File: src/rtl/sine_cosine_taylor_series_defines.svh
// Assertion macros shared by the sine/cosine block.
`ifndef SINE_COSINE_TAYLOR_SERIES_DEFINES_SVH
`define SINE_COSINE_TAYLOR_SERIES_DEFINES_SVH
`ifndef SYNTHESIS
// Condition must never hold outside reset.
`define SCT_ASSERT_NEVER(lbl, clk, rst_n, cond) \
  lbl: assert property (@(posedge clk) disable iff (!rst_n) !(cond)) \
    else $error("sct assertion failed");
// Antecedent implies consequent in the same cycle.
`define SCT_ASSERT_IMPL(lbl, clk, rst_n, ante, cons) \
  lbl: assert property (@(posedge clk) disable iff (!rst_n) (ante) |-> (cons)) \
    else $error("sct assertion failed");
`else
`define SCT_ASSERT_NEVER(lbl, clk, rst_n, cond)
`define SCT_ASSERT_IMPL(lbl, clk, rst_n, ante, cons)
`endif
`endif

File: src/rtl/sct_pkg.sv
// Types and constants shared by the sine/cosine modules.
package sct_pkg;

  // fraction bits of the internal fixed-point format
  localparam int QF = 48;
  // width of the reduced angle magnitude in Q.48
  localparam int XW = 51;
  // 2*pi in unsigned Q8.56
  localparam logic [63:0] TWO_PI_Q56 = (64'h3243F6A8885A308D + 64'd4) >> 3;
  // depth of the queue between front and back
  localparam int QDEPTH = 2;
  localparam int QAW = 1;

  // reduced angle handed from front to back
  typedef struct packed {
    logic          neg;
    logic [XW-1:0] x;
  } sct_item_t;

  // multiply request to the shared multiplier
  typedef struct packed {
    logic        start;
    logic [63:0] a;
    logic [63:0] b;
  } sct_mul_req_t;

  typedef enum logic {
    FR_IDLE,
    FR_REDUCE
  } sct_front_state_t;

  typedef enum logic [2:0] {
    BK_IDLE,
    BK_X2,
    BK_FS,
    BK_TS,
    BK_FC,
    BK_TC,
    BK_DONE
  } sct_back_state_t;

endpackage

File: src/rtl/sct_mul.sv
// Shared Q.48 multiplier: one 32x32 partial product per cycle, rounded result.
module sct_mul import sct_pkg::*; (
  input  logic         clk,
  input  logic         rst_n,
  input  sct_mul_req_t req,
  output logic         done,
  output logic [63:0]  p
);

  localparam logic [127:0] RND = 128'd1 << (QF - 1);

  logic [63:0]  a_r, b_r;
  logic [127:0] acc_r;
  logic [1:0]   cnt_r;
  logic         busy_r, done_r;
  logic [63:0]  pp;
  logic [1:0]   sh;
  logic [127:0] pp_ext;

  // partial product selected by the step count
  assign pp     = 64'(a_r[cnt_r[1]*32 +: 32]) * 64'(b_r[cnt_r[0]*32 +: 32]);
  assign sh     = {1'b0, cnt_r[1]} + {1'b0, cnt_r[0]};
  assign pp_ext = {64'd0, pp} << {sh, 5'd0};
  assign done   = done_r;
  assign p      = acc_r[QF+63:QF];

  // operands and accumulator
  always_ff @(posedge clk) begin
    if (req.start) begin
      a_r   <= req.a;
      b_r   <= req.b;
      acc_r <= RND;
    end else if (busy_r) begin
      acc_r <= acc_r + pp_ext;
    end
  end

  // step control
  always_ff @(posedge clk) begin
    if (!rst_n) begin
      busy_r <= 1'b0;
      done_r <= 1'b0;
      cnt_r  <= '0;
    end else begin
      done_r <= busy_r && (cnt_r == 2'd3);
      if (req.start) begin
        busy_r <= 1'b1;
        cnt_r  <= '0;
      end else if (busy_r) begin
        cnt_r <= cnt_r + 1'b1;
        if (cnt_r == 2'd3) busy_r <= 1'b0;
      end
    end
  end

endmodule

File: config.mk
export PLATFORM = sky130hd
export DESIGN_NAME = sct_mul
export DESIGN_NICKNAME = d
export VERILOG_FILES = /design/src/rtl/sine_cosine_taylor_series_defines.svh /design/src/rtl/sct_pkg.sv /design/src/rtl/sct_mul.sv
export SDC_FILE = /design/constraint.sdc
export NUM_CORES = 2
export LEC_CHECK = 0
export BUFFER_PORTS_ARGS = -buffer_cell sky130_fd_sc_hd__buf_2
export CAP_MARGIN = 20
export CORE_UTILIZATION = 59
export DETAILED_ROUTE_END_ITERATION = 10
export HOLD_SLACK_MARGIN = 0.12
export PLACE_DENSITY = 0.89
export SLEW_MARGIN = 20
export SYNTH_ARGS = -nofsm -noshare
export SYNTH_HDL_FRONTEND = slang
export SYNTH_SLANG_ARGS = --single-unit
File: constraint.sdc
create_clock -name clk -period 10.95 [get_ports clk]
set_input_delay 1.6425 -clock clk [delete_from_list [all_inputs] [get_ports clk]]
set_output_delay 1.6425 -clock clk [all_outputs]
set_load 0.01 [all_outputs]
==> reports/results.tsv <==
stage	metric	value	unit
setup_path	crit_path_start_kind	flip-flop	
timing	setup_ws	-0.2663	ns
place	numPortBuffers	195	
route	route.detailed.vias_per_inst	6.071	
clock_network	numClockSinks	244	
clock_network	cts_hold_buf	0	
clock_network	cts_buffer_depth	3	
grt	grt_antenna_before_repair	8	
route	antenna_left	0	
final_layout	layout.core_utilization	71.95	%
route	num_vias	44639	
route	first_pass_iteration_count_of_the_detailed_router	6	
clock_network	clkSlewWorstSetupHoldPaths	0.07	ns
clock_network	cts_max_level	1	
setup_path	max_stage_delay	0.56	ns
clock_network	clk_tree_root_cell	clkbuf_16	
grt	grt_pass1_wl	261.9	mm
floorplanning	dieHeight	290.8	µm
logic_synthesis	syn-num-nets	7003	
min_path	hold_end	acc_r[67]	
setup_path	rrSetupSlack	-0.27	ns
setup_path	cpMaxStageDelayCell	fa_1	
setup_path	critical_path_required	11.46	ns
logic_synthesis	synth_top_cell_area_share	36.48	%
setup_path	rr_worst_depth	44	
setup_path	r2r_end	acc_r[109]	
timing	clock.fmax	89.16	MHz
grt	first_global_vias	45195	
logic_synthesis	synth_area_leader_cell	fa_1	
job	drv.max_cap_violation_count	0	
logic_synthesis	postSynthCellCount	5600	
timing	finalSetupTns	-1.591	ns
setup_path	critPathTopFamily	adder cells	
final_layout	flow.area_growth_from_synthesis	20.41	%
route	avgRoutedWirePerCell	24.05	µm
grt	maximum_number_of_pins_on_one_net_before_global_route_repair	54	
setup_path	timing.critical_path.mode_cell	fa_1	
run_status	violated_checks	negative setup slack	
min_path	hold_path_depth	2	
setup_path	worstSetupPathType	reg -> reg	
clock_network	clk_latency	0.67	ns
floorplanning	fp.dieArea	0.08459	mm²
timing	fin_skew	0.03302	ns
floorplanning	fp.dieW	290.8	µm
setup_path	arrival	11.72	ns
route	post_route_wl	176.8	mm
final_layout	post_route_cells_drive_above_1_share	21.72	%
floorplanning	design.core.area	0.08237	mm²
clock_network	cts-buffers-inserted	31	
timing	worst-slew-pin-transition	1.106	ns
logic_synthesis	synth_async_sr_flop_share	0	%
logic_synthesis	ys.warnings.count	0	
timing	final_period_utilization	102.4	%
min_path	worstHoldPathType	reg -> reg	
logic_synthesis	primary_flip_flop_cell_chosen_by_synthesis_mapping	edfxtp_1	
place	detailedPlacementHpwl	144.6	mm
timing	finalHoldViolCount	0	
final_layout	fin_cells	7353	
logic_synthesis	synth.ff_latch_count	244	
final_layout	num-nets-final	7659	
timing	worst_slew_margin_rel	26.11	%
min_path	timing.hold.worst.start	acc_r[67]	
logic_synthesis	ys_top_cells_by_area	fa_1, ha_1, edfxtp_1	
grt	groute.usage.overall	41.11	%
timing	setup_viol	16	
setup_path	reg2reg_from	cnt_r[0]	
logic_synthesis	postSynthAreaPerCell	8.789	µm²
logic_synthesis	synth_cell_types	92	
logic_synthesis	synth_seq_area_share	12.53	%
timing	grt_setup_unrepaired	yes	
setup_path	worst-path-buf-inv	11	
place	post-place-cells	7210	
setup_path	end_kind	flip-flop	
setup_path	crit_fanout	6	
floorplanning	num_rows	105	
floorplanning	pin_count	196	
grt	global_route.overflow_total	0	
place	globalplace.congestion	1.062	
timing	min_cycle_time_layout	11.22	ns
floorplanning	initial_core_util	59.75	%
logic_synthesis	synthesized_cell_area	0.04922	mm²
logic_synthesis	synth_enable_flop_cells	128	
timing	slew_viol_final	0	
run_status	outcome	finished, violations left	
route	dr.first_iter.drc_count	4594	
route	remaining_drcs	0	
clock_network	tritoncts	done	
kinds of logic (layout without fill, tap and decap cells):
kind of cell    count (synthesis)  count (layout)  share of synthesized area (%)
compound gates                707             707                          9.255
xor+xnor                      161             161                          2.865
fa+ha+maj                    1272            1272                          46.02
buf+inv                      1232            1912                          9.937
flops                         244             244                          12.53
mux                           200             200                          4.230
other cells                     0               3                              0
simple gates                 1784            1784                          15.17
area by class of cell:
class                           count  area [µm²]
Multi-Input combinational cell   4124       39710
Antenna cell                        3       7.507
Tap cell                         1070        1339
Sequential cell                   244        6177
Timing Repair Buffer              968        7680
Clock buffer                       33       783.3
Clock inverter                     24       242.7
Fill cell                        5941       23110
Inverter                          887        3329
layer usage:
metal / vias to the layer above / global-route usage [%] / wire length [µm]
met5: - / 0 / 58
met4: 10 / 24.17 / 13260
met3: 739 / 12.15 / 22700
met2: 2960 / 61.64 / 76760
met1: 21952 / 52.93 / 64060
li1: 18978 / - / -
Yosys cell counts (13+ instances only):
| cell | count |
|---|---|
| buf_2 | 21 |
| o21a_1 | 19 |
| nand2b_1 | 24 |
| nand2_1 | 623 |
| a211oi_1 | 13 |
| a21oi_1 | 228 |
| edfxtp_1 | 128 |
| nor3_1 | 39 |
| and2_1 | 31 |
| o21ai_0 | 132 |
| mux2_2 | 64 |
| nand3_1 | 41 |
| inv_1 | 885 |
| fa_1 | 897 |
| xor2_1 | 72 |
| a31oi_1 | 20 |
| o21bai_1 | 32 |
| a21o_1 | 91 |
| buf_1 | 20 |
| o22ai_1 | 40 |
| xnor2_1 | 89 |
| ha_1 | 375 |
| buf_4 | 64 |
| dfxtp_1 | 116 |
| nor2_1 | 843 |
| o211ai_1 | 15 |
| nor2b_1 | 35 |
| nand4_1 | 65 |
| and3_1 | 27 |
| clkbuf_1 | 240 |
| mux2i_1 | 136 |
flip-flops by register name (all words and copies together) (netlist names):
register and cells:
acc_r 112, a_r 64, b_r 64, cnt_r 2
busy_r 1, done 1
how the worst max path moves through the flow:
| stage | endpoint | cells after the start | startpoint |
|---|---|---|---|
| global route | acc_r[109] | 44 | cnt_r[0] |
| detailed placement | acc_r[104] | 42 | cnt_r[1] |
| floorplan | acc_r[111] | 44 | cnt_r[1] |
| CTS | acc_r[111] | 44 | cnt_r[0] |
| global placement | acc_r[105] | 40 | cnt_r[0] |
| finish | acc_r[109] | 44 | cnt_r[0] |
layout by cell type, fill, tap and decap left out, types with 113 or more instances in the layout:
cell type | netlist | final
buf_4 | 64 | 684
inv_1 | 885 | 879
edfxtp_1 | 128 | 128
ha_1 | 375 | 354
nor2_1 | 843 | 829
dfxtp_1 | 116 | 113
fa_1 | 897 | 881
nand2_1 | 623 | 611
buf_2 | 21 | 194
a21oi_1 | 228 | 197
repair_timing:
item                                    in CTS  in global routing
setup buffers                               19                 58
endpoints found under the setup margin      36                 66
cloned                                       2                  4
pin swaps                                   30                 94
resized for setup                           58                261
worst register-to-register path: cells and delay by family, from the launching register on:
kind | cells | cell delay (ns)
fa+ha+maj | 10 | 4.71
mux | 1 | 0.32
simple gates | 8 | 1.33
flops | 1 | 0.42
buf+inv | 11 | 1.47
compound gates | 14 | 2.78
per-stage QoR:
stage	hold slack, ns	setup slack, ns	cell area (µm²)
after floorplan	0.4455	0.06035	49230
after global placement	0.4570	-0.2253	56010
after detailed placement	0.4679	-0.3631	56010
after CTS	0.4777	-0.1020	57530
after global routing	0.4993	-0.4881	59260
final	0.4698	-0.2663	59270
Power is left out: the tool's default activity adds up to more than one toggle a clock period on the data nets, which glitch-free logic cannot reach.
