$ cat src/rtl/sine_cosine_taylor_series_defines.svh
// Assertion macros shared by the sine/cosine block.
`ifndef SINE_COSINE_TAYLOR_SERIES_DEFINES_SVH
`define SINE_COSINE_TAYLOR_SERIES_DEFINES_SVH
`ifndef SYNTHESIS
// Condition must never hold outside reset.
`define SCT_ASSERT_NEVER(lbl, clk, rst_n, cond) \
  lbl: assert property (@(posedge clk) disable iff (!rst_n) !(cond)) \
    else $error("sct assertion failed");
// Antecedent implies consequent in the same cycle.
`define SCT_ASSERT_IMPL(lbl, clk, rst_n, ante, cons) \
  lbl: assert property (@(posedge clk) disable iff (!rst_n) (ante) |-> (cons)) \
    else $error("sct assertion failed");
`else
`define SCT_ASSERT_NEVER(lbl, clk, rst_n, cond)
`define SCT_ASSERT_IMPL(lbl, clk, rst_n, ante, cons)
`endif
`endif

$ cat src/rtl/sct_pkg.sv
// Types and constants shared by the sine/cosine modules.
package sct_pkg;

  // fraction bits of the internal fixed-point format
  localparam int QF = 48;
  // width of the reduced angle magnitude in Q.48
  localparam int XW = 51;
  // 2*pi in unsigned Q8.56
  localparam logic [63:0] TWO_PI_Q56 = (64'h3243F6A8885A308D + 64'd4) >> 3;
  // depth of the queue between front and back
  localparam int QDEPTH = 2;
  localparam int QAW = 1;

  // reduced angle handed from front to back
  typedef struct packed {
    logic          neg;
    logic [XW-1:0] x;
  } sct_item_t;

  // multiply request to the shared multiplier
  typedef struct packed {
    logic        start;
    logic [63:0] a;
    logic [63:0] b;
  } sct_mul_req_t;

  typedef enum logic {
    FR_IDLE,
    FR_REDUCE
  } sct_front_state_t;

  typedef enum logic [2:0] {
    BK_IDLE,
    BK_X2,
    BK_FS,
    BK_TS,
    BK_FC,
    BK_TC,
    BK_DONE
  } sct_back_state_t;

endpackage

$ cat src/rtl/sct_back.sv
// Series engine: sums the sine and cosine Maclaurin series and holds the result.
module sct_back import sct_pkg::*; #(
  parameter int TERMS = 18
) (
  input  logic               clk,
  input  logic               rst_n,
  input  logic               q_empty,
  input  sct_item_t          q_data,
  output logic               q_pop,
  output sct_mul_req_t       mul_req,
  input  logic               mul_done,
  input  logic [63:0]        mul_p,
  output logic               out_empty,
  input  logic               out_pop,
  output logic signed [31:0] out_sine,
  output logic signed [31:0] out_cosine
);

  localparam int KW = $clog2(TERMS);
  // table spans every value of the {k, bit} index
  localparam int NR = 2 ** (KW + 1);
  localparam logic [63:0] ONE_Q = 64'd1 << QF;

  // reciprocal of i*(i-1), Q.48, worked out at elaboration
  logic [47:0] recip [NR];
  for (genvar g = 0; g < NR; g++) begin : g_recip
    if (g < 2) begin : g_none
      assign recip[g] = '0;
    end else begin : g_val
      localparam longint unsigned D = longint'(g) * longint'(g - 1);
      localparam longint unsigned R = ((64'd1 << QF) + D / 2) / D;
      assign recip[g] = R[47:0];
    end
  end

  sct_back_state_t   state_r, state_nxt;
  logic [KW-1:0]     k_r, k_nxt, k_inc;
  logic              neg_r, neg_nxt;
  logic [63:0]       x2_r, x2_nxt;
  logic [63:0]       sterm_r, sterm_nxt, cterm_r, cterm_nxt;
  logic signed [63:0] ssum_r, ssum_nxt, csum_r, csum_nxt;
  logic              out_valid_r, out_valid_nxt;
  logic [31:0]       sine_r, sine_nxt, cosine_r, cosine_nxt;
  logic [47:0]       r_s, r_c, r_s_next;

  // round Q.48 to Q2.30 away from zero, saturate to one, apply sign
  function automatic logic [31:0] to_out(input logic signed [63:0] s, input logic flip);
    logic        neg;
    logic [63:0] m;
    logic [63:0] r;
    neg = s[63] ^ flip;
    m   = s[63] ? (64'd0 - $unsigned(s)) : $unsigned(s);
    r   = (m + (64'd1 << (QF - 31))) >> (QF - 30);
    if (r > (64'd1 << 30)) r = 64'd1 << 30;
    if (neg) r = 64'd0 - r;
    return r[31:0];
  endfunction

  assign k_inc    = k_r + 1'b1;
  assign r_s      = recip[{k_r, 1'b1}];
  assign r_c      = recip[{k_r, 1'b0}];
  assign r_s_next = recip[{k_inc, 1'b1}];

  assign out_empty  = !out_valid_r;
  assign out_sine   = $signed(sine_r);
  assign out_cosine = $signed(cosine_r);

  // control registers
  always_ff @(posedge clk) begin
    if (!rst_n) begin
      state_r     <= BK_IDLE;
      out_valid_r <= 1'b0;
    end else begin
      state_r     <= state_nxt;
      out_valid_r <= out_valid_nxt;
    end
  end

  // datapath registers
  always_ff @(posedge clk) begin
    k_r      <= k_nxt;
    neg_r    <= neg_nxt;
    x2_r     <= x2_nxt;
    sterm_r  <= sterm_nxt;
    cterm_r  <= cterm_nxt;
    ssum_r   <= ssum_nxt;
    csum_r   <= csum_nxt;
    sine_r   <= sine_nxt;
    cosine_r <= cosine_nxt;
  end

  // sequencer: x*x, then per term step factor and term for sine and cosine
  always_comb begin
    state_nxt     = state_r;
    k_nxt         = k_r;
    neg_nxt       = neg_r;
    x2_nxt        = x2_r;
    sterm_nxt     = sterm_r;
    cterm_nxt     = cterm_r;
    ssum_nxt      = ssum_r;
    csum_nxt      = csum_r;
    sine_nxt      = sine_r;
    cosine_nxt    = cosine_r;
    out_valid_nxt = out_valid_r && !out_pop;
    q_pop         = 1'b0;
    mul_req.start = 1'b0;
    mul_req.a     = x2_r;
    mul_req.b     = 64'(r_s);
    unique case (state_r)
      BK_IDLE: begin
        if (!q_empty) begin
          q_pop         = 1'b1;
          neg_nxt       = q_data.neg;
          sterm_nxt     = 64'(q_data.x);
          k_nxt         = KW'(1);
          mul_req.start = 1'b1;
          mul_req.a     = 64'(q_data.x);
          mul_req.b     = 64'(q_data.x);
          state_nxt     = BK_X2;
        end
      end
      BK_X2: begin
        if (mul_done) begin
          x2_nxt        = mul_p;
          cterm_nxt     = ONE_Q;
          ssum_nxt      = $signed(sterm_r);
          csum_nxt      = $signed(ONE_Q);
          mul_req.start = 1'b1;
          mul_req.a     = mul_p;
          state_nxt     = BK_FS;
        end
      end
      BK_FS: begin
        if (mul_done) begin
          mul_req.start = 1'b1;
          mul_req.a     = sterm_r;
          mul_req.b     = mul_p;
          state_nxt     = BK_TS;
        end
      end
      BK_TS: begin
        if (mul_done) begin
          sterm_nxt     = mul_p;
          ssum_nxt      = k_r[0] ? (ssum_r - $signed(mul_p)) : (ssum_r + $signed(mul_p));
          mul_req.start = 1'b1;
          mul_req.b     = 64'(r_c);
          state_nxt     = BK_FC;
        end
      end
      BK_FC: begin
        if (mul_done) begin
          mul_req.start = 1'b1;
          mul_req.a     = cterm_r;
          mul_req.b     = mul_p;
          state_nxt     = BK_TC;
        end
      end
      BK_TC: begin
        if (mul_done) begin
          cterm_nxt = mul_p;
          csum_nxt  = k_r[0] ? (csum_r - $signed(mul_p)) : (csum_r + $signed(mul_p));
          if (k_r == KW'(TERMS - 1)) begin
            state_nxt = BK_DONE;
          end else begin
            k_nxt         = k_inc;
            mul_req.start = 1'b1;
            mul_req.b     = 64'(r_s_next);
            state_nxt     = BK_FS;
          end
        end
      end
      BK_DONE: begin
        if (!out_valid_r) begin
          sine_nxt      = to_out(ssum_r, neg_r);
          cosine_nxt    = to_out(csum_r, 1'b0);
          out_valid_nxt = 1'b1;
          state_nxt     = BK_IDLE;
        end
      end
      default: state_nxt = BK_IDLE;
    endcase
  end

endmodule

$ cat config.mk
export PLATFORM = sky130hd
export DESIGN_NAME = sct_back
export DESIGN_NICKNAME = d
export VERILOG_FILES = /design/src/rtl/sine_cosine_taylor_series_defines.svh /design/src/rtl/sct_pkg.sv /design/src/rtl/sct_back.sv
export SDC_FILE = /design/constraint.sdc
export NUM_CORES = 2
export LEC_CHECK = 0
export BUFFER_PORTS_ARGS = -buffer_cell sky130_fd_sc_hd__buf_4
export CELL_PAD_IN_SITES_DETAIL_PLACEMENT = 1
export CELL_PAD_IN_SITES_GLOBAL_PLACEMENT = 1
export CORE_MARGIN = 2
export CORE_UTILIZATION = 45
export CTS_BUF_LIST = sky130_fd_sc_hd__clkbuf_4 sky130_fd_sc_hd__clkbuf_8
export CTS_CLUSTER_SIZE = 8
export DETAILED_ROUTE_END_ITERATION = 6
export GPL_TIMING_DRIVEN = 0
export PLACE_DENSITY = 0.77
export SKIP_LAST_GASP = 1
export SYNTH_ARGS = -nofsm -noshare
export SYNTH_HDL_FRONTEND = slang
export SYNTH_SLANG_ARGS = --single-unit
export TNS_END_PERCENT = 20
$ cat constraint.sdc
create_clock -name clk -period 10.9 [get_ports clk]
set_input_delay 0.545 -clock clk [delete_from_list [all_inputs] [get_ports clk]]
set_output_delay 0.545 -clock clk [all_outputs]
set_load 0.01 [all_outputs]
==> metrics.cfg <==
[synth]
yosys-top-cells-area=edfxtp_1 (30%), nand2_1 (6.2%), xnor2_1 (5.5%)
postSynth.asyncResetShare_pct=0
yosysTopAreaCellShare_pct=30.5
synth-seq-cells=394
synthFlopType=edfxtp_1
synthCells=4809
synth-edff-count=390
synth_most_common_cell=nand2_1
synth.distinct_cells=103
seq_area_frac_synth_pct=30.7
syn-num-nets=5089
ys_warn_count=0
syn_area_sq_mm=0.0384
avgSynthCellArea_sq_um=7.99
synth_common_cells=nand2_1 (639), nor2_1 (420), edfxtp_1 (390)
yosys.area.top_type=edfxtp_1

[routing]
vias=48766
drt_iter0_drc=8318
ant_nets=0
drc_errors=24
firstDrtPassIters=7
drt-vias-per-instance=7.57
avgRoutedWirePerCell_microns=39.3
routed_wirelength_microns=253000

[critical_path]
end_kind=flop
reg2reg_from=ssum_r[63]
crit_required_ns=11.38
cp_top_family=buffers and inverters
r2r-end=out_sine[24]
path_common_cell=clkbuf_1
r2r_cells=31
cpPeakStageDelay_ns=0.63
reg2reg_slack_ns=0.42
cp_num_buf_inv=10
crit_slowest_cell=or4_1
arrival_ns=10.97
worstPathMaxFanout=10
startpoint_type=flop
worstSetupPathType=flop to flop

[clock_tree]
clk_pin_slew_ns=0.06
cts_tree=done
clock-root-buffer=clkbuf_8
insertion_delay_ns=0.80
numCtsBuffers=73
clkSinkCount=394
h-tree-depth=3
clk_path_buf_depth=3

[global_routing]
grt_usage_pct=56.0
top_usage_layer=met2
antenna_found_initial=15
grt_max_degree=44
grt_overflow=0
gr-usage-met1_pct=59.5
grt_pass1_vias=48691
grt_pass1_wl_microns=353000
use_met3_pct=20.0
use_met2_pct=84.9

[layout]
synthToLayoutAreaGrowth_pct=15.0
drive_gt1_share_pct=10.5
post-route-util_pct=52.0
num-nets-final=5511

[die]
design.core.area_sq_mm=0.0849
die_h_microns=296
start_util_pct=45.3
die_w_microns=296
ios=316
die-area_sq_mm=0.0877
fp-row-count=107

[timing]
fin_worst_skew_ns=0.0655
period_share_pct=96.2
worst_slew_pin_slew_ns=1.94
setup_violations=0
period_minus_slack_ns=10.48
hold_viol=0
fmax_mhz=95.4
drv_slew=46
slew_headroom_pct=-29.5
rsz0062_at_grt=no

[hold_path]
hp-start=mul_p[33]
whs_path_depth=1
min_path_type=primary input to flop
whs_endpoint=x2_r[33]

[pwr]
total_power_mw=5.48
ir_worst_vdd_mv=0.0785
p_leak_nw=16.8
power.density_mw_per_mm2=124

[place]
portBuffers=315
gp_congestion=1.18
hpwl_microns=186000

[outcome]
status=complete, but fails checks
violations=design-rule violations, max-capacitance violations, max-slew violations

[job]
cap_violations=7

==> where the power goes <==
group	switching, mW	internal [mW]
sequential	0.0835	1.75
clock	0.794	0.777
combinational	1.46	0.609
==> logic make-up (layout without fill, tap and decap cells) <==
group / after synthesis / count (layout) / share of synthesized area (%)
AO/OA/AOI/OAI: 1519 / 1519 / 26.7
XOR/XNOR: 353 / 353 / 8.05
adder cells (fa/ha/maj): 159 / 159 / 5.22
buffers and inverters: 489 / 963 / 4.83
flip-flops: 394 / 394 / 30.7
multiplexers: 44 / 44 / 1.24
other: 0 / 13 / 0
AND/OR/NAND/NOR: 1851 / 1851 / 23.3
==> layout make-up <==
class,count,area [sq um]
clock buffer,93,1160
fill,10476,40700
inverter,128,480
timing repair buffer,350,2790
tap,1144,1430
clock inverter,34,273
antenna,13,32.5
sequential,394,11800
multi-input combinational,3926,24800
buffer,358,1390
==> how the worst max path moves through the flow <==
| stage | cells after the start | to | from | slack (ns) |
|---|---|---|---|---|
| floorplan | 35 | out_cosine[28] | csum_r[63] | 2.35 |
| global placement | 8 | mul_req[40] | state_r[1] | -1.44 |
| detailed placement | 35 | out_cosine[28] | csum_r[63] | -1.70 |
| CTS | 31 | out_sine[18] | ssum_r[63] | 0.07 |
| global route | 32 | out_sine[24] | ssum_r[63] | 0.09 |
| finish | 31 | out_sine[24] | ssum_r[63] | 0.42 |
==> repair_timing <==
action                                  in CTS  in global routing
endpoints found under the setup margin      15                 23
gates resized for setup                      9                  8
pin swaps                                    0                  2
hold buffers                                 6                  5
hold endpoints to repair                     6                  5
buffers inserted                             0                  5
==> metal layers <==
| metal | vias up | part of all wire [%] | wire length (microns) |
|---|---|---|---|
| met5 | - | 0.065 | 164 |
| met4 | 8 | 12 | 30900 |
| met3 | 1671 | 13 | 32900 |
| met2 | 4603 | 43 | 108000 |
| met1 | 23541 | 32 | 81600 |
| li1 | 18943 | - | - |
==> worst reg2reg max path: cells and delay by family (launching register included) <==
family / cells / cell delay [ns]
buffers and inverters: 10 / 3.94
and+or+nand+nor: 10 / 3.07
AOI/OAI and AO/OA: 8 / 1.97
DFF: 1 / 0.53
adders and majority gates: 2 / 0.53
xor gates and xnor gates: 1 / 0.17
==> state kept, by name (all words and copies together), names as in the netlist <==
register and cells:
csum_r 64, cterm_r 64, ssum_r 64, sterm_r 64
x2_r 64, out_cosine 32, out_sine 32, k_r 5
state_r 3, neg_r 1, out_valid_r 1
==> cell usage in the layout, fill, tap and decap left out, types with 32 or more instances in the layout <==
master    instances
inv_1           123
o211ai_1         48
or4_1            40
and2_1           40
o221ai_1         32
nor2_1          418
xnor2_1         243
nor2b_1          40
and3_1          116
nand3_1         111
a222oi_1         59
a211oi_1         52
nor3_1          127
nand2_1         639
buf_4           328
o21a_1           32
a221oi_1         36
xor2_1          110
a22oi_1          46
a21oi_1         365
or3_1            66
buf_1            40
nand2b_1         46
edfxtp_1        390
nand4_1          46
clkbuf_1        290
ha_1            156
o21ai_0         331
o21bai_1         33
nor4_1           41
mux2i_1          34
o31ai_1          50
a22o_1           41
clkbuf_8         74
a31oi_1          53
a21o_1           78
==> through the flow <==
stage               std cells  setup TNS, ns  worst slack, ns  hold WS (ns)  cell area [sq um]
floorplan                4809              0             2.35         0.510              38400
global placement         6268         -72.55            -1.44         0.538              42200
detailed placement       6286         -12.49            -1.70         0.545              42500
CTS                      6418              0           0.0658       0.00306              44000
global route             6430              0           0.0887       0.00161              44100
finish                   6440              0            0.419      0.000446              44200
Note: power is estimated with default switching activity, not from simulation.
