## config.mk

```make
export PLATFORM = sky130hd
export DESIGN_NAME = sct_front
export DESIGN_NICKNAME = d
export VERILOG_FILES = /design/src/rtl/sine_cosine_taylor_series_defines.svh /design/src/rtl/sct_pkg.sv /design/src/rtl/sct_front.sv
export SDC_FILE = /design/constraint.sdc
export NUM_CORES = 1
export LEC_CHECK = 0
export CAP_MARGIN = 20
export CORE_ASPECT_RATIO = 0.9
export CORE_MARGIN = 5
export CORE_UTILIZATION = 50
export CTS_CLUSTER_SIZE = 25
export DETAILED_ROUTE_END_ITERATION = 10
export DONT_BUFFER_PORTS = 1
export PLACE_DENSITY = 0.68
export SYNTH_ARGS = -nofsm -noshare
export SYNTH_HDL_FRONTEND = slang
export SYNTH_SLANG_ARGS = --single-unit
```

## constraint.sdc

```tcl
create_clock -name clk -period 5.3 [get_ports clk]
set_clock_uncertainty 0.1 [all_clocks]
set_input_delay 0 -clock clk [delete_from_list [all_inputs] [get_ports clk]]
set_output_delay 0 -clock clk [all_outputs]
set_load 0.005 [all_outputs]
```

## src/rtl/sine_cosine_taylor_series_defines.svh

```systemverilog
// Assertion macros shared by the sine/cosine block.
`ifndef SINE_COSINE_TAYLOR_SERIES_DEFINES_SVH
`define SINE_COSINE_TAYLOR_SERIES_DEFINES_SVH
`ifndef SYNTHESIS
// Condition must never hold outside reset.
`define SCT_ASSERT_NEVER(lbl, clk, rst_n, cond) \
  lbl: assert property (@(posedge clk) disable iff (!rst_n) !(cond)) \
    else $error("sct assertion failed");
// Antecedent implies consequent in the same cycle.
`define SCT_ASSERT_IMPL(lbl, clk, rst_n, ante, cons) \
  lbl: assert property (@(posedge clk) disable iff (!rst_n) (ante) |-> (cons)) \
    else $error("sct assertion failed");
`else
`define SCT_ASSERT_NEVER(lbl, clk, rst_n, cond)
`define SCT_ASSERT_IMPL(lbl, clk, rst_n, ante, cons)
`endif
`endif

```

## src/rtl/sct_pkg.sv

```systemverilog
// Types and constants shared by the sine/cosine modules.
package sct_pkg;

  // fraction bits of the internal fixed-point format
  localparam int QF = 48;
  // width of the reduced angle magnitude in Q.48
  localparam int XW = 51;
  // 2*pi in unsigned Q8.56
  localparam logic [63:0] TWO_PI_Q56 = (64'h3243F6A8885A308D + 64'd4) >> 3;
  // depth of the queue between front and back
  localparam int QDEPTH = 2;
  localparam int QAW = 1;

  // reduced angle handed from front to back
  typedef struct packed {
    logic          neg;
    logic [XW-1:0] x;
  } sct_item_t;

  // multiply request to the shared multiplier
  typedef struct packed {
    logic        start;
    logic [63:0] a;
    logic [63:0] b;
  } sct_mul_req_t;

  typedef enum logic {
    FR_IDLE,
    FR_REDUCE
  } sct_front_state_t;

  typedef enum logic [2:0] {
    BK_IDLE,
    BK_X2,
    BK_FS,
    BK_TS,
    BK_FC,
    BK_TC,
    BK_DONE
  } sct_back_state_t;

endpackage

```

## src/rtl/sct_front.sv

```systemverilog
// Front end: takes angles, folds them into +-2*pi, hands them to the queue.
module sct_front import sct_pkg::*; (
  input  logic               clk,
  input  logic               rst_n,
  input  logic               in_push,
  input  logic signed [31:0] in_angle,
  output logic               in_full,
  output logic               q_push,
  output sct_item_t          q_data,
  input  logic               q_full
);

  sct_front_state_t state_r, state_nxt;
  logic [63:0] mag_r, mag_nxt;
  logic        neg_r, neg_nxt;
  logic [31:0] abs_angle;
  logic [63:0] mag_rnd;

  // magnitude of the angle; the most negative code maps to 2^31
  assign abs_angle = in_angle[31] ? (32'd0 - $unsigned(in_angle)) : $unsigned(in_angle);
  assign mag_rnd   = mag_r + 64'd128;

  // state register
  always_ff @(posedge clk) begin
    if (!rst_n) begin
      state_r <= FR_IDLE;
    end else begin
      state_r <= state_nxt;
    end
  end

  // payload registers
  always_ff @(posedge clk) begin
    mag_r <= mag_nxt;
    neg_r <= neg_nxt;
  end

  // one subtract of 2*pi per cycle, then round to Q.48 and push once the queue has room
  always_comb begin
    state_nxt   = state_r;
    mag_nxt     = mag_r;
    neg_nxt     = neg_r;
    in_full     = (state_r != FR_IDLE);
    q_push      = 1'b0;
    q_data.neg  = neg_r;
    q_data.x    = mag_rnd[XW+7:8];
    unique case (state_r)
      FR_IDLE: begin
        if (in_push) begin
          neg_nxt   = in_angle[31];
          mag_nxt   = {abs_angle, 32'd0};
          state_nxt = FR_REDUCE;
        end
      end
      FR_REDUCE: begin
        if (mag_r > TWO_PI_Q56) begin
          mag_nxt = mag_r - TWO_PI_Q56;
        end else if (!q_full) begin
          q_push    = 1'b1;
          state_nxt = FR_IDLE;
        end
      end
      default: state_nxt = FR_IDLE;
    endcase
  end

endmodule

```

==> results.ini, run 1 <==
[global_route]
track_usage_pct = 24.4
antenna_found_initial = 0
overflow = 0
grt_pass1_wl_um = 28600
grt_max_degree = 55
first_global_vias = 5277

[synthesis]
ys_seq_area_share_pct = 31.8
synth-compound-area-share_pct = 15.4
synthSimpleGateAreaFrac_pct = 26.0
syn_nets = 763
synth_edf_count = 64
synth_top_family_by_area = simple AND/OR/NAND/NOR gates
async_reset_ff_share_pct = 0
synth_area_leaders = edfxtp_1 (31%), xnor2_1 (11%), xor2_1 (6.0%)
syn_inst = 722
avgSynthCellArea_um2 = 8.45
synth_most_common_cell = nor2_1
synth_top_area_share_pct = 31.5
synthTopCellsByCount = nor2_1 (82), xnor2_1 (80), edfxtp_1 (64)
synth_ff_type = edfxtp_1
ys_ff_latch = 65
synth_mux_area_share_pct = 1.82
synthesis.area_um2 = 6100
synth_adder_area_share_pct = 1.03
synthXorXnorAreaFrac_pct = 17.5
synth_cell_type_count = 79
synth_top_cell_by_area = edfxtp_1
ys_warn_count = 0

[clock_tree]
path_clk_slew_ns = 0.05
ctsHtreeMaxLevel = 3
ctsResizeCount = 0
cts_tree = done
cts_buffers = 9
ctsHoldBuffers = 34
insertion_delay_ns = 0.33
postCtsSetupBuffers = 0
cts_root_buf = clkbuf_16
clk_path_buf_depth = 2
clkSinkCount = 65

[hold_path]
hold_class = in2reg

[floorplanning]
dieWidth_um = 126
initial_utilization_pct = 50.7
fp.coreArea_um2 = 12000
die_area_um2 = 14500
die_y_um = 115
num_rows = 38
ios = 90

[drt]
drtIter0Drc = 590
drc = 0
vias = 5578
routedWlPerCell_um = 20.2
drt-total-wl_um = 17700
drtPass1Iterations = 5
via_per_inst = 6.36
drtAntennaViolNets = 0

[worst_setup_path]
path_class = reg2reg
reg2reg_from = mag_r[44]
r2r_end = mag_r[32]
r2r_cells = 7
timing.critical_path.from = mag_r[44]
worst_ep_required_time_ns = 5.20
crit_end = mag_r[32]
crit_fanout = 46
end_kind = register
crit_arrival_ns = 3.55
r2r_setup_slack_ns = 1.65
start_kind = register

[layout]
drive_above_1_share_pct = 6.14
layout.area.seq_um2 = 1940
multi_input_area_um2 = 3780
fin_nets = 755
area_delta_synth_final_pct = 8.49
antennaDiodeCount = 0
fill_cells = 1074

[timing]
period_needed_ns = 3.65
fin_setup_tns_ns = 0
slew_violations = 0
min_period_over_period_pct = 68.8
worst_pin_slew_ns = 1.04
fmax_ghz = 0.274
hold_violations = 1
setup_violations = 0
fin_hold_ws_ns = -0.00559
relSlewSlack_pct = 30.2
rsz0062_at_grt = no

[place]
dp_hpwl_um = 12600
port_buffers = 0
place.gp.congestion = 0.886

[pwr]
vdd_drop_max_mv = 0.157
p_leak_nw = 2.32
total_power_mw = 2.00
power.density_nw_per_um2 = 302

[flow_run]
maxCapViolCount = 0

[status]
violations = hold timing
run_status = finished, violations left

## cell type report
type | instances | share of cell area, %
Clock inverter | 2 | 0.113
Clock buffer | 12 | 3.57
Inverter | 21 | 1.19
Multi-Input combinational cell | 580 | 57.1
Tap cell | 160 | 3.02
Sequential cell | 65 | 29.4
Timing Repair Buffer | 37 | 5.67
## metrics by stage
stage                     cell area [um^2]  utilization [%]  cells  setup slack [ns]
after global routing                  6620             55.0    877              1.33
after floorplan                       6100                -    722             0.280
after global placement                6040             50.2    829              1.98
after detailed placement              6040             50.2    829              1.74
final                                 6620             55.0    877              1.65
after CTS                             6620             55.0    877              1.73
## sequential cells by signal (all words and copies together) (netlist names)
register and cells:
mag_r 63, in_full 1, neg_r 1
## worst min-delay path by stage
| stage | end | from | cells past startpoint | slack [ns] |
|---|---|---|---|---|
| floorplan | q_push | q_full | 1 | -0.06 |
| global placement | q_push | q_full | 1 | -0.03 |
| detailed placement | q_push | q_full | 1 | -0.03 |
| CTS | mag_r[63] | in_angle[27] | 3 | 0.0005 |
| global route | mag_r[60] | in_angle[31] | 3 | 0.02 |
| finish | mag_r[59] | in_angle[27] | 4 | -0.006 |
## worst max-delay path: stages (launching register included)
cell	delay, ns
edfxtp_1	0.49
nand3_1	0.20
nor4_1	0.85
o21ai_1	0.36
o211ai_1	0.33
nand2_1	0.13
nor2_4	0.48
buf_12	0.33
## cell families (layout without fill, tap and decap cells)
group	after synthesis	after routing
buffers and inverters	77	72
xor gates and xnor gates	122	122
AOI/OAI and AO/OA	139	139
adders and majority gates	5	5
and+or+nand+nor	303	303
muxes	11	11
DFF	65	65
## layout by cell type, fill, tap and decap left out, types with 5 or more instances in the layout
cell and instances:
a211oi_1 7, a21o_1 7, a21oi_1 37, a31oi_1 8
and2_1 7, and2_2 5, and3_1 11, and4_1 5
clkbuf_16 9, dlygate4sd3_1 34, edfxtp_1 64, ha_1 5
inv_1 20, mux2i_1 10, nand2_1 58, nand2b_1 7
nand3_1 33, nand4_1 15, nor2_1 81, nor3_1 20
nor4_1 8, o21ai_0 21, o31ai_1 17, or2_2 5
or3_1 16, xnor2_1 80, xor2_1 42
## power by group
group / leakage, nW / internal (mW) / switching (mW) / total, mW
registers: 0.669 / 0.682 / 0.171 / 0.852
clock network: 0.118 / 0.308 / 0.206 / 0.514
logic: 1.53 / 0.279 / 0.357 / 0.635
total: 2.32 / 1.27 / 0.733 / 2.00
## layer usage
layer / vias up / GRT usage (%) / wire length, um
met4: 0 / 8.36 / 476
met3: 37 / 5.06 / 1580
met5: - / 0 / 0
li1: 2576 / - / -
met2: 275 / 38.1 / 8140
met1: 2690 / 34.0 / 7530
Note: power is estimated with default switching activity, not from simulation.
==> run 2: changes to the inputs <==
PLACE_DENSITY = default   (was 0.68)
clock period = 3.7 ns   (was 5.3 ns; I/O delays follow)
==> results.ini, run 2 (synthesized netlist as in run 1, its figures left out) <==
[status]
run_status = finished clean

[floorplanning]
die_area_um2 = 14500  ; unchanged
ios = 90  ; unchanged
die_y_um = 115  ; unchanged
num_rows = 38  ; unchanged
dieWidth_um = 126  ; unchanged
fp.coreArea_um2 = 12000  ; unchanged
initial_utilization_pct = 50.7  ; unchanged

[hold_path]
hold_class = in2reg

[drt]
routedWlPerCell_um = 19.7  ; -2.5%
drtIter0Drc = 365  ; -38%
drt-total-wl_um = 17500  ; -1.3%
vias = 5512  ; -1.2%
drtPass1Iterations = 5  ; unchanged
drc = 0  ; unchanged
drtAntennaViolNets = 0  ; unchanged
via_per_inst = 6.21  ; -2.4%

[pwr]
p_leak_nw = 2.38  ; +2.7%
vdd_drop_max_mv = 0.345  ; +120%
power.density_nw_per_um2 = 439  ; +45%
total_power_mw = 2.96  ; +48%

[timing]
rsz0062_at_grt = no
slew_violations = 0  ; unchanged
setup_violations = 0  ; unchanged
fin_setup_tns_ns = 0  ; unchanged
fin_hold_ws_ns = 0.00750  ; +0.0131 ns
relSlewSlack_pct = 43.7  ; +13 points
fmax_ghz = 0.299  ; +9.0%
worst_pin_slew_ns = 0.842  ; -0.197 ns
setup_slack_ns = 0.351  ; -1.30 ns
hold_violations = 0  ; -1
min_period_over_period_pct = 90.5  ; +22 points
period_needed_ns = 3.35  ; -0.300 ns

[global_route]
grt_max_degree = 55  ; unchanged
grt_pass1_wl_um = 28100  ; -1.8%
overflow = 0  ; unchanged
first_global_vias = 5239  ; -0.72%
track_usage_pct = 24.2  ; -0.24 points
antenna_found_initial = 0  ; unchanged

[place]
place.gp.congestion = 0.859  ; -3.1%
post-place-ws_ns = 0.458  ; -1.28 ns
dp_hpwl_um = 12500  ; -1.4%
placed_area_um2 = 6070  ; +0.50%
dp_cells = 833  ; +0.48%
port_buffers = 0  ; unchanged

[layout]
fin_nets = 764  ; +1.2%
top_register = mag_r
final_cell_mix = nor2_1 (81), xnor2_1 (80), edfxtp_1 (64)
area_delta_synth_final_pct = 10.5
drive_above_1_share_pct = 7.28  ; +1.1 points
layout_commonest_cell = nor2_1
final_util_pct = 56.1  ; +1.0 points
largest_register_ffs = 63  ; unchanged
design_area_um2 = 6740  ; +1.9%
antennaDiodeCount = 0  ; unchanged
fin_cells = 888  ; +1.3%

[clock_tree]
clkSinkCount = 65  ; unchanged
insertion_delay_ns = 0.35  ; +0.02 ns
cts_root_buf = clkbuf_16
ctsHtreeMaxLevel = 3  ; unchanged
ctsResizeCount = 0  ; unchanged
path_clk_slew_ns = 0.05  ; about the same
cts_buffers = 9  ; unchanged
cts_tree = done
clk_path_buf_depth = 2  ; unchanged

[worst_setup_path]
crit_arrival_ns = 3.42  ; -0.13 ns
start_kind = register
crit_fanout = 10  ; -78%
worst_ep_required_time_ns = 3.77  ; -1.43 ns
path_class = reg2reg
end_kind = register

[flow_run]
maxCapViolCount = 0  ; unchanged

## run 2: cell count changes in the layout (fill, tap and decap cells not counted), sizes merged
cell         change
clkinv           -1
clkinvlp         +1
clkbuf           +2
buf              +4
dlygate4sd3      +5
## run 2: what timing repair did
item                      in CTS  in global routing
hold endpoints to repair      34                  0
hold buffers                  39                  0
buffers inserted               0                  0
## run 2: worst paths after layout
kind	startpoint	end	slack (ns)	cells past startpoint
worst max-delay path	mag_r[7]	mag_r[61]	0.35	9
worst min-delay path	in_angle[4]	mag_r[36]	0.008	4
worst max register to register	mag_r[7]	mag_r[61]	0.35	9
worst min register to register	mag_r[1]	mag_r[1]	0.60	1
## run 2: power breakdown
part / internal, mW / switching, mW / total, mW
Sequential: 0.976 / 0.242 / 1.22
Clock: 0.507 / 0.323 / 0.830
Combinational: 0.409 / 0.505 / 0.913
Total: 1.89 / 1.07 / 2.96
## run 2: worst max-delay path, cell delays in order (launching register included)
cell,delay (ns)
edfxtp_1,0.45
inv_1,0.11
ha_1,0.15
or3b_2,0.48
a211oi_1,0.32
o21ai_0,0.27
o31ai_4,0.63
o31ai_2,0.20
a22o_1,0.22
nor3_1,0.22
## run 2: final cells by class
| cell class | count | area (um^2) |
|---|---|---|
| Tap cell | 160 | 200 |
| Clock inverter | 2 | 12.5 |
| Multi-Input combinational cell | 580 | 3780 |
| Sequential cell | 65 | 1940 |
| Timing Repair Buffer | 46 | 455 |
| Fill cell | 1137 | 5290 |
| Clock buffer | 14 | 274 |
| Inverter | 21 | 78.8 |
## run 2: metal layers
metal	vias up	wire length, um	part of all wire (%)	track usage, %
met2	227	7810	45	36.8
met3	30	1380	7.9	6.50
met5	-	0	0	0
met1	2650	7900	45	33.6
li1	2605	-	-	-
met4	0	390	2.2	7.86
==> run 3: changes to the inputs <==
CELL_PAD_IN_SITES_DETAIL_PLACEMENT = 0   (was default)
CELL_PAD_IN_SITES_GLOBAL_PLACEMENT = 1   (was default)
CORE_UTILIZATION = 49   (was 50)
PLACE_DENSITY_LB_ADDON = 0.1   (was default)
SKIP_CTS_REPAIR_TIMING = 1   (was default)
==> results.ini, run 3 (synthesized netlist as in run 1, its figures left out) <==
[floorplanning]
ios = 90  ; unchanged
die_area_um2 = 14800  ; +1.9%
initial_utilization_pct = 50.3  ; -0.40 points
dieWidth_um = 128  ; +0.93%
fp.coreArea_um2 = 12100  ; +0.79%
die_y_um = 116  ; +0.92%
num_rows = 38  ; unchanged

[place]
dp_hpwl_um = 12500  ; +0.57%
placed_area_um2 = 6110  ; +0.74%
dp_cells = 839  ; +0.72%
post-place-ws_ns = 0.397  ; -0.0607 ns
place.gp.congestion = 0.893  ; +3.9%
port_buffers = 0  ; unchanged

[drt]
via_per_inst = 6.07  ; -2.2%
wl_met1_um = 8460  ; +7.0%
routedWlPerCell_um = 20.0  ; +1.4%
drt-total-wl_um = 17800  ; +1.7%
met3_length_um = 1290  ; -6.4%
drtAntennaViolNets = 0  ; unchanged
vias = 5411  ; -1.8%
drtPass1Iterations = 5  ; unchanged
drtIter0Drc = 593  ; +62%
drc = 0  ; unchanged
routed.top_layer = met4
wl_met2_um = 7860  ; +0.63%

[global_route]
grt_pass1_wl_um = 27000  ; -3.9%
grt_max_degree = 55  ; unchanged
antenna_found_initial = 0  ; unchanged
overflow = 0  ; unchanged
track_usage_pct = 23.2  ; -1.0 points
first_global_vias = 4977  ; -5.0%

[layout]
area_delta_synth_final_pct = 11.1
fin_cells = 891  ; +0.34%
top_register = mag_r
final_util_pct = 55.9  ; -0.12 points
layout_commonest_cell = nor2_1
fin_nets = 767  ; +0.39%
largest_register_ffs = 63  ; unchanged
antennaDiodeCount = 0  ; unchanged
design_area_um2 = 6780  ; +0.58%
drive_above_1_share_pct = 8.07  ; +0.79 points
final_cell_mix = nor2_1 (81), xnor2_1 (80), edfxtp_1 (64)

[timing]
min_period_over_period_pct = 91.8  ; +1.3 points
fmax_ghz = 0.294  ; -1.4%
setup_slack_ns = 0.302  ; -0.0488 ns
worst_pin_slew_ns = 0.762  ; -0.0800 ns
slew_violations = 0  ; unchanged
period_needed_ns = 3.40  ; +0.0488 ns
hold_violations = 7  ; +7
fin_setup_tns_ns = 0  ; unchanged
fin_hold_ws_ns = -0.0303  ; -0.0378 ns
setup_violations = 0  ; unchanged
relSlewSlack_pct = 49.0  ; +5.4 points
rsz0062_at_grt = no

[hold_path]
hold_class = in2reg
min-delay-start = in_angle[31]

[clock_tree]
clkSinkCount = 65  ; unchanged
cts_tree = done
path_clk_slew_ns = 0.06  ; about the same
insertion_delay_ns = 0.35  ; about the same
clk_path_buf_depth = 2  ; unchanged
cts_buffers = 9  ; unchanged
cts_root_buf = clkbuf_16
ctsHtreeMaxLevel = 3  ; unchanged

[worst_setup_path]
start_kind = register
path_class = reg2reg
r2r_end = in_full
reg2reg_from = mag_r[28]
crit_end = in_full
r2r_cells = 8  ; -1
crit_fanout = 13  ; +3
worst_ep_required_time_ns = 3.88  ; +0.11 ns
crit_arrival_ns = 3.58  ; +0.16 ns
timing.critical_path.from = mag_r[28]
end_kind = register
r2r_setup_slack_ns = 0.30  ; -0.05 ns

[status]
run_status = finished, violations left
violations = hold timing

[flow_run]
maxCapViolCount = 0  ; unchanged

[pwr]
total_power_mw = 3.06  ; +3.3%
power.density_nw_per_um2 = 451  ; +2.8%
p_leak_nw = 2.41  ; +1.2%
vdd_drop_max_mv = 0.438  ; +27%

-- run 3: changes by cell type in the layout (fill, tap and decap cells not counted), sizes merged --
cell,previous run,this run
buf,7,13
bufinv,0,2
clkbuf,14,9
clkinv,2,5
dlygate4sd3,39,36
-- run 3: area by class of cell --
cell class                      instances  area, um^2
Fill cell                            1143        5340
Multi-Input combinational cell        580        3780
Sequential cell                        65        1940
Timing Repair Buffer                   49         470
Clock buffer                            9         225
Tap cell                              160         200
Clock inverter                          7        85.1
Inverter                               21        78.8
-- run 3: worst min-delay path by stage --
stage                           end  slack (ns)  cells past startpoint
after detailed placement     q_push       -0.04                      1
after global routing      mag_r[50]      0.0003                      3
after CTS                     neg_r       -0.36                      0
after global placement       q_push       -0.04                      1
final                     mag_r[48]       -0.03                      4
after floorplan              q_push       -0.06                      1
-- run 3: report_power, final --
part / internal (mW) / leakage (nW) / total, mW / switching [mW]
Sequential: 0.976 / 0.669 / 1.21 / 0.235
Clock: 0.582 / 0.150 / 0.917 / 0.335
Combinational: 0.413 / 1.59 / 0.933 / 0.520
Total: 1.97 / 2.41 / 3.06 / 1.09
-- run 3: critical path, stage by stage, from the launching register on --
cell,delay [ns]
edfxtp_1,0.63
nor4bb_1,0.38
nand4_1,0.19
o22ai_1,0.51
o21ai_1,0.27
o211ai_1,0.29
a21oi_1,0.18
nor3b_1,0.21
dlygate4sd3_1,0.57
-- run 3: layer usage --
metal  up-vias  GRT usage [%]
li1       2611              -
met3        19           6.36
met1      2602           33.8
met5         -              0
met2       179           34.8
met4         0           4.31
